[config.mk]
export PLATFORM = sky130hd
export DESIGN_NAME = cumulative_histogram_binner
export DESIGN_NICKNAME = d
export VERILOG_FILES = /design/src/sv/chb_pkg.sv /design/src/sv/chb_front.sv /design/src/sv/chb_queue.sv /design/src/sv/chb_back.sv /design/src/sv/cumulative_histogram_binner.sv
export SDC_FILE = /design/constraint.sdc
export NUM_CORES = 2
export LEC_CHECK = 0
export BUFFER_PORTS_ARGS = -buffer_cell sky130_fd_sc_hd__buf_2
export CORE_UTILIZATION = 39
export DETAILED_ROUTE_END_ITERATION = 10
export PLACE_DENSITY = 0.63
export SLEW_MARGIN = 10
export SYNTH_ARGS = -nofsm -noshare
export SYNTH_HDL_FRONTEND = slang
export SYNTH_SLANG_ARGS = --single-unit
[constraint.sdc]
create_clock -name i_clk -period 6.75 [get_ports i_clk]
set_clock_uncertainty 0.15 [all_clocks]
set_input_delay 0.3375 -clock i_clk [delete_from_list [all_inputs] [get_ports i_clk]]
set_output_delay 0.3375 -clock i_clk [all_outputs]
set_load 0.05 [all_outputs]
[src/sv/chb_pkg.sv]
// chb_pkg: shared constants, codes and types of the cumulative histogram binner
// no dependencies; imported by every module of the block
`default_nettype none

package chb_pkg;

    // sizing
    localparam int BOUND_COUNT     = 7;
    localparam int COUNTER_WIDTH   = 32;
    localparam int REG_BOUNDS      = 7;
    localparam int NBUCKETS        = BOUND_COUNT + 1;
    localparam int CNT_IDX_WIDTH   = (NBUCKETS > 1) ? $clog2(NBUCKETS) : 1;
    localparam int STEP_WIDTH      = $clog2(BOUND_COUNT + 3);
    localparam int VALUE_WIDTH     = 32;
    localparam int SUM_WIDTH       = 64;
    localparam int ITEM_WIDTH      = 64;
    localparam int IDX_WIDTH       = 3;
    localparam int CFG_INDEX_WIDTH = 3;
    localparam int CFG_DATA_WIDTH  = 32;
    localparam int QUEUE_DEPTH     = 4;
    localparam int QPTR_WIDTH      = $clog2(QUEUE_DEPTH);

    // request codes
    localparam logic OP_OBSERVE  = 1'b0;
    localparam logic OP_SNAPSHOT = 1'b1;

    // result kinds
    localparam logic [1:0] KIND_BUCKET = 2'd0;
    localparam logic [1:0] KIND_COUNT  = 2'd1;
    localparam logic [1:0] KIND_SUM    = 2'd2;

    // register index of the bounds-in-use count
    localparam logic [CFG_INDEX_WIDTH-1:0] CFG_BOUNDS_IN_USE = 3'd7;

    localparam logic [COUNTER_WIDTH-1:0] CNT_MAX = {COUNTER_WIDTH{1'b1}};
    localparam logic [SUM_WIDTH-1:0] SUM_MAX = {1'b0, {(SUM_WIDTH-1){1'b1}}};
    localparam logic [SUM_WIDTH-1:0] SUM_MIN = {1'b1, {(SUM_WIDTH-1){1'b0}}};

    typedef logic [REG_BOUNDS-1:0][VALUE_WIDTH-1:0] t_bounds;

    // classified request travelling from front to back
    typedef struct packed {
        logic                   op;
        logic [VALUE_WIDTH-1:0] value;
        logic [IDX_WIDTH-1:0]   bucket;
    } t_item;

    // clamp the bounds-in-use register to the bounds present
    function automatic logic [IDX_WIDTH-1:0] active_bounds(input logic [IDX_WIDTH-1:0] b);
        logic [IDX_WIDTH-1:0] lim;
        lim = IDX_WIDTH'(BOUND_COUNT);
        return (b > lim) ? lim : b;
    endfunction

endpackage

`default_nettype wire

[src/sv/chb_front.sv]
// chb_front: accepts requests, drops nan samples and finds the bucket of each sample
// depends on chb_pkg
`default_nettype none

module chb_front
    import chb_pkg::*;
(
    input  wire logic                   i_clk,
    input  wire logic                   i_rst_n,
    input  wire logic                   i_s_tvalid,
    output logic                        o_s_tready,
    input  wire logic [VALUE_WIDTH-1:0] i_value,
    input  wire logic                   i_op,
    input  wire logic                   i_nan,
    input  wire t_bounds                i_bounds,
    input  wire logic [IDX_WIDTH-1:0]   i_bounds_in_use,
    output logic                        o_q_valid,
    input  wire logic                   i_q_ready,
    output t_item                       o_q_item
);

    logic                 r_valid;
    t_item                r_item;
    logic                 w_accept;
    logic                 w_keep;
    logic [IDX_WIDTH-1:0] w_n;
    logic [IDX_WIDTH-1:0] w_bucket;
    logic                 w_found;

    assign o_s_tready = !r_valid || i_q_ready;
    assign w_accept   = i_s_tvalid && o_s_tready;
    assign w_keep     = (i_op == OP_SNAPSHOT) || !i_nan;
    assign w_n        = active_bounds(i_bounds_in_use);

    // parallel compares, first hit in register order wins, else +inf bucket
    always_comb begin
        w_bucket = w_n;
        w_found  = 1'b0;
        for (int i = 0; i < BOUND_COUNT; i++) begin
            if (!w_found && (IDX_WIDTH'(i) < w_n) &&
                ($signed(i_value) <= $signed(i_bounds[i]))) begin
                w_bucket = IDX_WIDTH'(i);
                w_found  = 1'b1;
            end
        end
    end

    always_ff @(posedge i_clk) begin
        if (!i_rst_n) begin
            r_valid <= 1'b0;
        end else if (w_accept && w_keep) begin
            r_valid <= 1'b1;
        end else if (i_q_ready) begin
            r_valid <= 1'b0;
        end
    end

    always_ff @(posedge i_clk) begin
        if (w_accept && w_keep) begin
            r_item.op     <= i_op;
            r_item.value  <= i_value;
            r_item.bucket <= w_bucket;
        end
    end

    assign o_q_valid = r_valid;
    assign o_q_item  = r_item;

endmodule

`default_nettype wire

[src/sv/chb_queue.sv]
// chb_queue: short first-in first-out queue of classified requests
// depends on chb_pkg
`default_nettype none

module chb_queue
    import chb_pkg::*;
(
    input  wire logic  i_clk,
    input  wire logic  i_rst_n,
    input  wire logic  i_push_valid,
    output logic       o_push_ready,
    input  wire t_item i_push_item,
    output logic       o_pop_valid,
    input  wire logic  i_pop,
    output t_item      o_pop_item
);

    t_item                 r_mem [QUEUE_DEPTH];
    logic [QPTR_WIDTH-1:0] r_wr_ptr;
    logic [QPTR_WIDTH-1:0] r_rd_ptr;
    logic [QPTR_WIDTH:0]   r_count;
    logic                  w_push;
    logic                  w_pop;

    assign o_push_ready = (r_count != (QPTR_WIDTH+1)'(QUEUE_DEPTH));
    assign o_pop_valid  = (r_count != '0);
    assign w_push       = i_push_valid && o_push_ready;
    assign w_pop        = i_pop && o_pop_valid;
    assign o_pop_item   = r_mem[r_rd_ptr];

    always_ff @(posedge i_clk) begin
        if (!i_rst_n) begin
            r_wr_ptr <= '0;
            r_rd_ptr <= '0;
            r_count  <= '0;
        end else begin
            if (w_push) begin
                r_wr_ptr <= r_wr_ptr + 1'b1;
            end
            if (w_pop) begin
                r_rd_ptr <= r_rd_ptr + 1'b1;
            end
            if (w_push && !w_pop) begin
                r_count <= r_count + 1'b1;
            end else if (w_pop && !w_push) begin
                r_count <= r_count - 1'b1;
            end
        end
    end

    always_ff @(posedge i_clk) begin
        if (w_push) begin
            r_mem[r_wr_ptr] <= i_push_item;
        end
    end

endmodule

`default_nettype wire

[src/sv/chb_back.sv]
// chb_back: updates the saturating counters and sum, and streams snapshots out
// depends on chb_pkg
`default_nettype none

module chb_back
    import chb_pkg::*;
(
    input  wire logic                 i_clk,
    input  wire logic                 i_rst_n,
    input  wire logic                 i_q_valid,
    input  wire t_item                i_q_item,
    output logic                      o_q_pop,
    input  wire logic [IDX_WIDTH-1:0] i_bounds_in_use,
    output logic                      o_m_tvalid,
    input  wire logic                 i_m_tready,
    output logic [1:0]                o_kind,
    output logic [IDX_WIDTH-1:0]      o_index,
    output logic [ITEM_WIDTH-1:0]     o_value,
    output logic                      o_last
);

    logic [COUNTER_WIDTH-1:0] r_counts [NBUCKETS];
    logic [COUNTER_WIDTH-1:0] r_total;
    logic [SUM_WIDTH-1:0]     r_sum;
    logic [STEP_WIDTH-1:0]    r_step;
    logic                     r_out_valid;
    logic [1:0]               r_kind;
    logic [IDX_WIDTH-1:0]     r_index;
    logic [ITEM_WIDTH-1:0]    r_value;
    logic                     r_last;

    logic                     w_out_free;
    logic                     w_obs;
    logic                     w_snap;
    logic                     w_snap_end;
    logic [STEP_WIDTH-1:0]    w_n;
    logic [SUM_WIDTH:0]       w_sum_ext;
    logic [SUM_WIDTH-1:0]     n_sum;
    logic [1:0]               w_kind;
    logic [IDX_WIDTH-1:0]     w_index;
    logic [ITEM_WIDTH-1:0]    w_value;

    assign w_n        = STEP_WIDTH'(active_bounds(i_bounds_in_use));
    assign w_out_free = !r_out_valid || i_m_tready;
    assign w_obs      = i_q_valid && (i_q_item.op == OP_OBSERVE);
    assign w_snap     = i_q_valid && (i_q_item.op == OP_SNAPSHOT) && w_out_free;
    assign w_snap_end = w_snap && (r_step == w_n + STEP_WIDTH'(2));
    assign o_q_pop    = w_obs || w_snap_end;

    // saturating add of the sign-extended sample
    always_comb begin
        w_sum_ext = {r_sum[SUM_WIDTH-1], r_sum} +
                    {{(SUM_WIDTH+1-VALUE_WIDTH){i_q_item.value[VALUE_WIDTH-1]}},
                     i_q_item.value};
        if (w_sum_ext[SUM_WIDTH] != w_sum_ext[SUM_WIDTH-1]) begin
            n_sum = w_sum_ext[SUM_WIDTH] ? SUM_MIN : SUM_MAX;
        end else begin
            n_sum = w_sum_ext[SUM_WIDTH-1:0];
        end
    end

    // snapshot sequence: buckets, then total count, then sum
    always_comb begin
        if (r_step <= w_n) begin
            w_kind  = KIND_BUCKET;
            w_index = IDX_WIDTH'(r_step);
            w_value = ITEM_WIDTH'(r_counts[r_step[CNT_IDX_WIDTH-1:0]]);
        end else if (r_step == w_n + STEP_WIDTH'(1)) begin
            w_kind  = KIND_COUNT;
            w_index = '0;
            w_value = ITEM_WIDTH'(r_total);
        end else begin
            w_kind  = KIND_SUM;
            w_index = '0;
            w_value = ITEM_WIDTH'(r_sum);
        end
    end

    always_ff @(posedge i_clk) begin
        if (!i_rst_n) begin
            for (int j = 0; j < NBUCKETS; j++) begin
                r_counts[j] <= '0;
            end
            r_total     <= '0;
            r_sum       <= '0;
            r_step      <= '0;
            r_out_valid <= 1'b0;
        end else begin
            if (w_obs) begin
                r_sum <= n_sum;
                if (r_total != CNT_MAX) begin
                    r_total <= r_total + 1'b1;
                end
                // cumulative: the hit bucket and every later one in use
                for (int j = 0; j < NBUCKETS; j++) begin
                    if ((STEP_WIDTH'(j) >= STEP_WIDTH'(i_q_item.bucket)) &&
                        (STEP_WIDTH'(j) <= w_n) && (r_counts[j] != CNT_MAX)) begin
                        r_counts[j] <= r_counts[j] + 1'b1;
                    end
                end
            end
            if (w_snap_end) begin
                r_step <= '0;
            end else if (w_snap) begin
                r_step <= r_step + 1'b1;
            end
            if (w_out_free) begin
                r_out_valid <= w_snap;
            end
        end
    end

    always_ff @(posedge i_clk) begin
        if (w_snap) begin
            r_kind  <= w_kind;
            r_index <= w_index;
            r_value <= w_value;
            r_last  <= w_snap_end;
        end
    end

    assign o_m_tvalid = r_out_valid;
    assign o_kind     = r_kind;
    assign o_index    = r_index;
    assign o_value    = r_value;
    assign o_last     = r_last;

endmodule

`default_nettype wire

[src/sv/cumulative_histogram_binner.sv]
// cumulative_histogram_binner: top level, configuration registers and wiring
// depends on chb_pkg, chb_front, chb_queue and chb_back
//
// usage
//   slave stream carries requests: tuser[0] op (0 observe, 1 snapshot),
//   tuser[1] nan flag, tdata the signed q16.16 sample
//   master stream carries results: tuser the kind (bucket, count, sum),
//   tdata bucket index and 64-bit value, tlast on the sum closing a snapshot
//   the write port loads bounds 0..6 at indexes 0..6 and bounds in use at 7
// timing
//   observe requests are taken one per cycle while the queue has room and give
//   no result; the bucket compares all run in parallel in the front stage
//   a snapshot passes through the front register, the queue and the output
//   register, then gives bounds-in-use + 3 results, one result per cycle
//   while the receiver keeps tready high
//   a four-entry queue separates classification from counter update, so the
//   front keeps taking requests while a snapshot drains
// reset
//   synchronous, active low: counters, sum, bounds and queue all cleared
// stall
//   a low tready holds the output register; a snapshot in the back end then
//   stops, the queue fills and the slave tready drops once it and the front are full
`default_nettype none

module cumulative_histogram_binner
    import chb_pkg::*;
(
    input  wire logic                       i_clk,
    input  wire logic                       i_rst_n,
    // configuration write port
    input  wire logic                       i_cfg_wr_en,
    input  wire logic [CFG_INDEX_WIDTH-1:0] i_cfg_index,
    input  wire logic [CFG_DATA_WIDTH-1:0]  i_cfg_wdata,
    // request stream
    input  wire logic                       i_s_tvalid,
    output logic                            o_s_tready,
    input  wire logic [31:0]                i_s_tdata,   // [31:0] sample_value
    input  wire logic [1:0]                 i_s_tuser,   // [0] op, [1] sample_is_nan
    // result stream
    output logic                            o_m_tvalid,
    input  wire logic                       i_m_tready,
    output logic [71:0]                     o_m_tdata,   // [2:0] bucket_index, [66:3] item_value
    output logic [1:0]                      o_m_tuser,   // [1:0] item_kind
    output logic                            o_m_tlast
);

    // configuration registers
    t_bounds              r_bounds;
    logic [IDX_WIDTH-1:0] r_bounds_in_use;

    // front to queue
    logic  w_fe_valid;
    logic  w_q_ready;
    t_item w_fe_item;

    // queue to back
    logic  w_q_valid;
    logic  w_q_pop;
    t_item w_q_item;

    logic [IDX_WIDTH-1:0]  w_index;
    logic [ITEM_WIDTH-1:0] w_value;

    always_ff @(posedge i_clk) begin
        if (!i_rst_n) begin
            r_bounds        <= '0;
            r_bounds_in_use <= '0;
        end else if (i_cfg_wr_en) begin
            if (i_cfg_index == CFG_BOUNDS_IN_USE) begin
                r_bounds_in_use <= i_cfg_wdata[IDX_WIDTH-1:0];
            end else begin
                r_bounds[i_cfg_index] <= i_cfg_wdata[VALUE_WIDTH-1:0];
            end
        end
    end

    chb_front u_front (
        .i_clk           (i_clk),
        .i_rst_n         (i_rst_n),
        .i_s_tvalid      (i_s_tvalid),
        .o_s_tready      (o_s_tready),
        .i_value         (i_s_tdata[VALUE_WIDTH-1:0]),
        .i_op            (i_s_tuser[0]),
        .i_nan           (i_s_tuser[1]),
        .i_bounds        (r_bounds),
        .i_bounds_in_use (r_bounds_in_use),
        .o_q_valid       (w_fe_valid),
        .i_q_ready       (w_q_ready),
        .o_q_item        (w_fe_item)
    );

    chb_queue u_queue (
        .i_clk        (i_clk),
        .i_rst_n      (i_rst_n),
        .i_push_valid (w_fe_valid),
        .o_push_ready (w_q_ready),
        .i_push_item  (w_fe_item),
        .o_pop_valid  (w_q_valid),
        .i_pop        (w_q_pop),
        .o_pop_item   (w_q_item)
    );

    chb_back u_back (
        .i_clk           (i_clk),
        .i_rst_n         (i_rst_n),
        .i_q_valid       (w_q_valid),
        .i_q_item        (w_q_item),
        .o_q_pop         (w_q_pop),
        .i_bounds_in_use (r_bounds_in_use),
        .o_m_tvalid      (o_m_tvalid),
        .i_m_tready      (i_m_tready),
        .o_kind          (o_m_tuser),
        .o_index         (w_index),
        .o_value         (w_value),
        .o_last          (o_m_tlast)
    );

    assign o_m_tdata = {5'b0, w_value, w_index};

    // a snapshot always closes on the sum
    a_last_is_sum: assert property (@(posedge i_clk) disable iff (!i_rst_n)
        o_m_tvalid && o_m_tlast |-> o_m_tuser == KIND_SUM)
        else $error("last flag on a result that is not the sum");

    // count and sum results carry bucket index zero
    a_index_zero: assert property (@(posedge i_clk) disable iff (!i_rst_n)
        o_m_tvalid && (o_m_tuser == KIND_COUNT || o_m_tuser == KIND_SUM)
        |-> o_m_tdata[2:0] == 3'd0)
        else $error("non-zero bucket index on a count or sum result");

    // a classified request is never dropped while the queue is full
    a_front_holds: assert property (@(posedge i_clk) disable iff (!i_rst_n)
        w_fe_valid && !w_q_ready |=> w_fe_valid && $stable(w_fe_item))
        else $error("front stage lost a request while the queue was full");

endmodule

`default_nettype wire

Word level (Yosys, flattened, before mapping)

Memory sizes are Yosys's and may differ from the RTL's. A register that Yosys moved wholly into a read port is not among the register bits.
Cells that the tools add are included.
W data, S select, Z words.

Output and inout port bits: 77
Memories kept: 2
Register bits after elaboration: 442
Word-level logic and storage cells: 237
Input bits: 74
Bits in latches: 0
Bits in read-only memories: 0
Memory bits (writable): 400

$add $sub $neg: 17
Equal/unequal tests: 14
Bitwise operators: 11
Shift operators: 0
Divide/modulo/power cells: 0
Mux-type cells: 72
Reduce and logical (&&, ||, !) cells: 63
Multiply operators: 0
Order comparisons: 33

Memories:

| name            | words | width | rd ports | clocked after memory_dff | wr ports | RTL line        | text |
|---|---|---|---|---|---|---|---|
| u_back.r_counts | 8     | 32    | 9        | 1                        | 8        | chb_back.sv:22  | `logic [COUNTER_WIDTH-1:0] r_counts [NBUCKETS];` |
| u_queue.r_mem   | 4     | 36    | 1        | 1                        | 1        | chb_queue.sv:18 | `t_item r_mem [QUEUE_DEPTH];` |

Operators with widths:

| operator                | count |
|---|---|
| $mux W32                | 11 |
| $add A32 B1 Y32 const B | 9 |
| $ne A32 B32 Y1 const B  | 9 |
| $bwmux W224             | 1 |
| $le A32 B32 Y1          | 7 |
| $mux W64                | 2 |
| $demux W32 S3           | 1 |
| $add A64 B32 Y65        | 1 |
| $mux W1                 | 43 |
| $logic_and A1 B1 Y1     | 39 |
| $mux W3                 | 9 |
| $le A3 B3 Y1 const A    | 4 |
| $logic_not A1 Y1        | 11 |
| $mux W2                 | 5 |
| $ge A3 B3 Y1 const A    | 3 |
| $lt A3 B3 Y1 const A    | 3 |
| $eq A4 B4 Y1            | 2 |
| $or A1 B1 Y1            | 8 |
| $ge A1 B3 Y1 const A    | 2 |
| $ge A2 B3 Y1 const A    | 2 |
| $le A1 B3 Y1 const A    | 2 |
| $le A2 B3 Y1 const A    | 2 |
| $lt A1 B3 Y1 const A    | 2 |
| $lt A2 B3 Y1 const A    | 2 |
| 20 further kinds        | 30 |

Logic depth before layout (Yosys ltp)

Word-level depth: 29
Mapped depth: 17
Depth with buffers taken out: 15

By module

Synthesis repeated with hierarchy kept, for this count alone.

Cells, all modules: 4477
Area total of the unflattened synthesis: 47134.0 um^2

By module, submodules not included:

| module                      | sequential area each (um^2) | area each (um^2) | cells each | instances |
|---|---|---|---|---|
| chb_back                    | 11871.4                     | 26118.8          | 2583       | 1 |
| cumulative_histogram_binner | 4544.4                      | 8236.6           | 784        | 1 |
| chb_front                   | 1101.1                      | 7034.2           | 874        | 1 |
| chb_queue                   | 4504.3                      | 5744.3           | 236        | 1 |

Least setup slack after synthesis

Ideal clock, no wire load.

Path kind: register -> register
Start: register with a tool-made name
End: register u_back.r_sum[12]
Setup slack: 1.847 ns
Period minus slack after synthesis: 4.903 ns
Cell stages (with the launch flop): 17
Buffers on the path: 4
Arrival: 4.631 ns
Data required time: 6.478 ns
Setup time: 0.122 ns
Cell sequence: dfxtp_1 buf_6 buf_1 mux4_2 ha_1 clkbuf_1 nand2_1 nor2_1 nand2_1 nor4_1 and4b_1 o2111ai_1 a21boi_1 nor3_1 nor2_1 buf_2 a21oi_1

RTL lines:

| what                 | RTL line       | text |
|---|---|---|
| end signal, assigned | chb_back.sv:90 | `r_sum <= n_sum;` |
| end, declared        | chb_back.sv:24 | `logic [SUM_WIDTH-1:0] r_sum;` |

==> flow_summary.yaml <==
status:
  outcome: "finished, final reports clean"
sta:
  max_freq_mhz: 181
  rsz0062_at_grt: "false"
  slew_viol_final: 0
  hold_viol: 0
  period_needed_ps: 5520
  slew_headroom_pct: 22.2
  whs_ps: 84.4
  tightest_slew_ps: 1160
  tns_ps: 0
  period_share_pct: 81.8
  setup_violations: 0
critical_path:
  path_depth: 14
  end_kind: "flip-flop"
  cp_max_fo: 34
  ff2ff_path_depth: 14
  worstPathRequired_ps: 7170
  path_delay_family: "simple AND/OR/NAND/NOR gates"
  cpMaxStageDelayCell: "dfxtp_2"
  reg2reg_slack_ps: 1230
  critPathArrivalTime_ps: 5940
  cp-start-kind: "flip-flop"
  reg2reg_to: "u_back.r_sum[21]"
  path_class: "flip-flop to flip-flop"
  worst-path-buf-inv: 2
  critPathCapture: "u_back.r_sum[21]"
  path_cells: "buf_4 -> mux4_2 -> ha_1 -> a21oi_1 -> o22ai_1 -> nand2b_1 -> or3b_1 -> and4b_1 -> o2111a_1 -> o211ai_1 -> nand2_1 -> buf_4 -> a21oi_1 -> nor2_1"
  critPathMaxStageDelay_ps: 660
global_routing:
  grt_pass1_vias: 33800
  grt_antenna_before_repair: 0
  overflow: 0
  grt_max_degree: 152
  grt_pass1_wl_mm: 198
  gr-usage-all-layers_pct: 20.7
synthesis:
  yosys_warnings: 0
  synth.distinct_cells: 84
  synth_top_cell_by_area: "edfxtp_1"
  syn_avg_cell_area_um2: 9.97
  yosysMostFrequentCell: "nand2_1"
  syn_area_um2: 47500
  netlist_instances: 4759
  synth_edf_count: 506
  yosysSeqAreaShare_pct: 46.4
  async_flop_share_pct: 0
  synth.top_cells.by_count: "nand2_1 (702), edfxtp_1 (506), nor2_1 (361)"
  ys_ff_latch: 847
  synth_area_leaders: "edfxtp_1 (32%), dfxtp_1 (14%), ha_1 (8.3%)"
  yosysTopAreaCellShare_pct: 32.0
  synthFlopType: "edfxtp_1"
finish:
  instances_no_fill: 6595
  multi_input_area_um2: 23700
  fin_nets: 5290
  regArea_um2: 22000
  fin_area_um2: 53600
  syn2layout_area_growth_pct: 12.9
  drive_above_1_share_pct: 9.27
  fillCellCount: 11400
cts:
  clock-sinks: 847
  cts_hold_buffers: 65
  clock_latency_ps: 700
  path_clk_slew_ps: 60
  clockBufferDepth: 3
  postCtsSetupRepairBufs: 0
  htree_levels: 3
  cts.repair.resized: 0
  cts_tree: "yes"
  cts-root-buf: "clkbuf_16"
  cts_buffers: 98
pwr:
  fin_total_pwr_mw: 18.2
  power.share.clock_pct: 28.9
  power.switching_mw: 6.86
  pwr-share-seq_pct: 36.7
  p_sw_share_pct: 37.6
  peakVddDrop_uv: 233
  cellLeakagePower_nw: 19.0
  p_per_area_nw_per_um2: 340
  p_int_mw: 11.4
  power_frac_comb_pct: 34.4
drt:
  drt-initial-drc-count: 2706
  vias_per_cell: 5.38
  drt_wl_total_mm: 128
  wire_per_inst_um: 19.4
  drc: 0
  via_count: 35500
  firstDrtPassIters: 5
  postRouteAntennaNets: 0
floorplanning:
  die-area_um2: 123000
  ios: 151
  fp-row-count: 127
  core_um2: 120000
  dieWidth_um: 351
  initial_core_util_pct: 39.5
  die_y_um: 351
placement:
  dp_cells: 6348
  dpl_cell_area_um2: 49800
  portBuffers: 145
  dp_hpwl_mm: 91.0
  place.gp.congestion: 0.928
job:
  max_cap_violations: 0
hold_path:
  hold_path.class: "primary input to flip-flop"
-- worst min path at each step --
| stage | startpoint | to | slack [ps] | cells past startpoint |
|---|---|---|---|---|
| after detailed placement | r_bounds[99] | r_bounds[99] | 310 | 2 |
| after CTS | i_m_tready | u_back.o_m_tvalid | 20 | 3 |
| after global placement | r_bounds[134] | r_bounds[134] | 300 | 2 |
| final | i_m_tready | u_back.o_m_tvalid | 80 | 3 |
| after floorplan | i_s_tdata[7] | u_front.o_q_item[10] | 290 | 0 |
| after global routing | i_m_tready | u_back.o_m_tvalid | 80 | 3 |
-- flip-flops by register name (all words and copies together) (netlist names), named ones only --
register,count
u_front.o_q_valid,1
u_back.o_value,64
u_back.r_step,4
u_queue.r_wr_ptr,2
u_back.o_last,1
u_queue.r_mem,144
u_back.r_counts,256
u_queue.r_rd_ptr,2
u_back.o_m_tvalid,1
r_bounds,224
u_back.o_kind,2
u_back.r_total,32
u_front.o_q_item,36
r_bounds_in_use,3
u_back.r_sum,64
u_back.o_index,3
u_queue.r_count,3
-- cells in the final DEF, fill, tap and decap left out, drive strengths merged, types with 101 or more instances in the layout --
cell type  instances
inv              268
nand3            141
and2             141
buf              187
nand4            101
ha               313
nor2             361
edfxtp           506
xnor2            158
clkbuf           137
dfxtp            341
o21ai            155
nand2            702
a21boi           245
xor2             162
a21o             101
a21oi            218
-- kinds of logic (layout without fill, tap and decap cells) --
kind of cell / Yosys count / in the layout / synth area share [%]
flops: 847 / 847 / 46.4
fa+ha+maj: 316 / 316 / 8.36
buf+inv: 480 / 699 / 3.90
compound gates: 907 / 907 / 12.6
simple gates: 1747 / 1747 / 17.2
other cells: 1 / 6 / 0.00790
mux: 141 / 141 / 5.61
xor+xnor: 320 / 320 / 5.91
-- worst register-to-register path, delay by kind of cell (launching register included) --
kind	cells	cell delay, ps
multiplexers	1	560
AND/OR/NAND/NOR	5	1470
adder cells (fa/ha/maj)	1	390
flip-flops	1	660
AO/OA/AOI/OAI	5	1320
buffers and inverters	2	850
-- routing by layer --
layer | up-vias | track usage [%] | part of all wire (%)
met3 | 174 | 2.77 | 5.3
met2 | 954 | 33.3 | 46
met5 | - | 0 | 0
met4 | 0 | 6.84 | 2.9
met1 | 17200 | 28.6 | 46
li1 | 17100 | - | -
-- power groups by stage --
| stage | Clock (mW) | Sequential [mW] | Combinational [mW] |
|---|---|---|---|
| finish | 5.27 | 6.68 | 6.27 |
| global route | 5.59 | 6.75 | 6.81 |
| CTS | 5.39 | 6.69 | 6.24 |
| detailed placement | 0 | 6.80 | 6.19 |
| global placement | 0 | 6.79 | 6.15 |
| floorplan | 0 | 7.02 | 4.06 |
-- layout make-up --
type / count / area share [%]
clock inverter: 44 / 0.792
clock buffer: 137 / 5.10
timing repair buffer: 252 / 3.18
multi-input combinational: 3436 / 44.2
inverter: 266 / 1.86
sequential: 847 / 41.1
tap: 1612 / 3.76
antenna: 1 / 0.00467
-- stage by stage --
stage / worst slack (ps) / utilization [%]
final: 1230 / 44.5
after global routing: 743 / 44.5
after CTS: 1260 / 44.5
after detailed placement: 1310 / 41.4
after global placement: 1460 / 41.4
after floorplan: 1850 / -
Power figures use the tool's default switching activity.
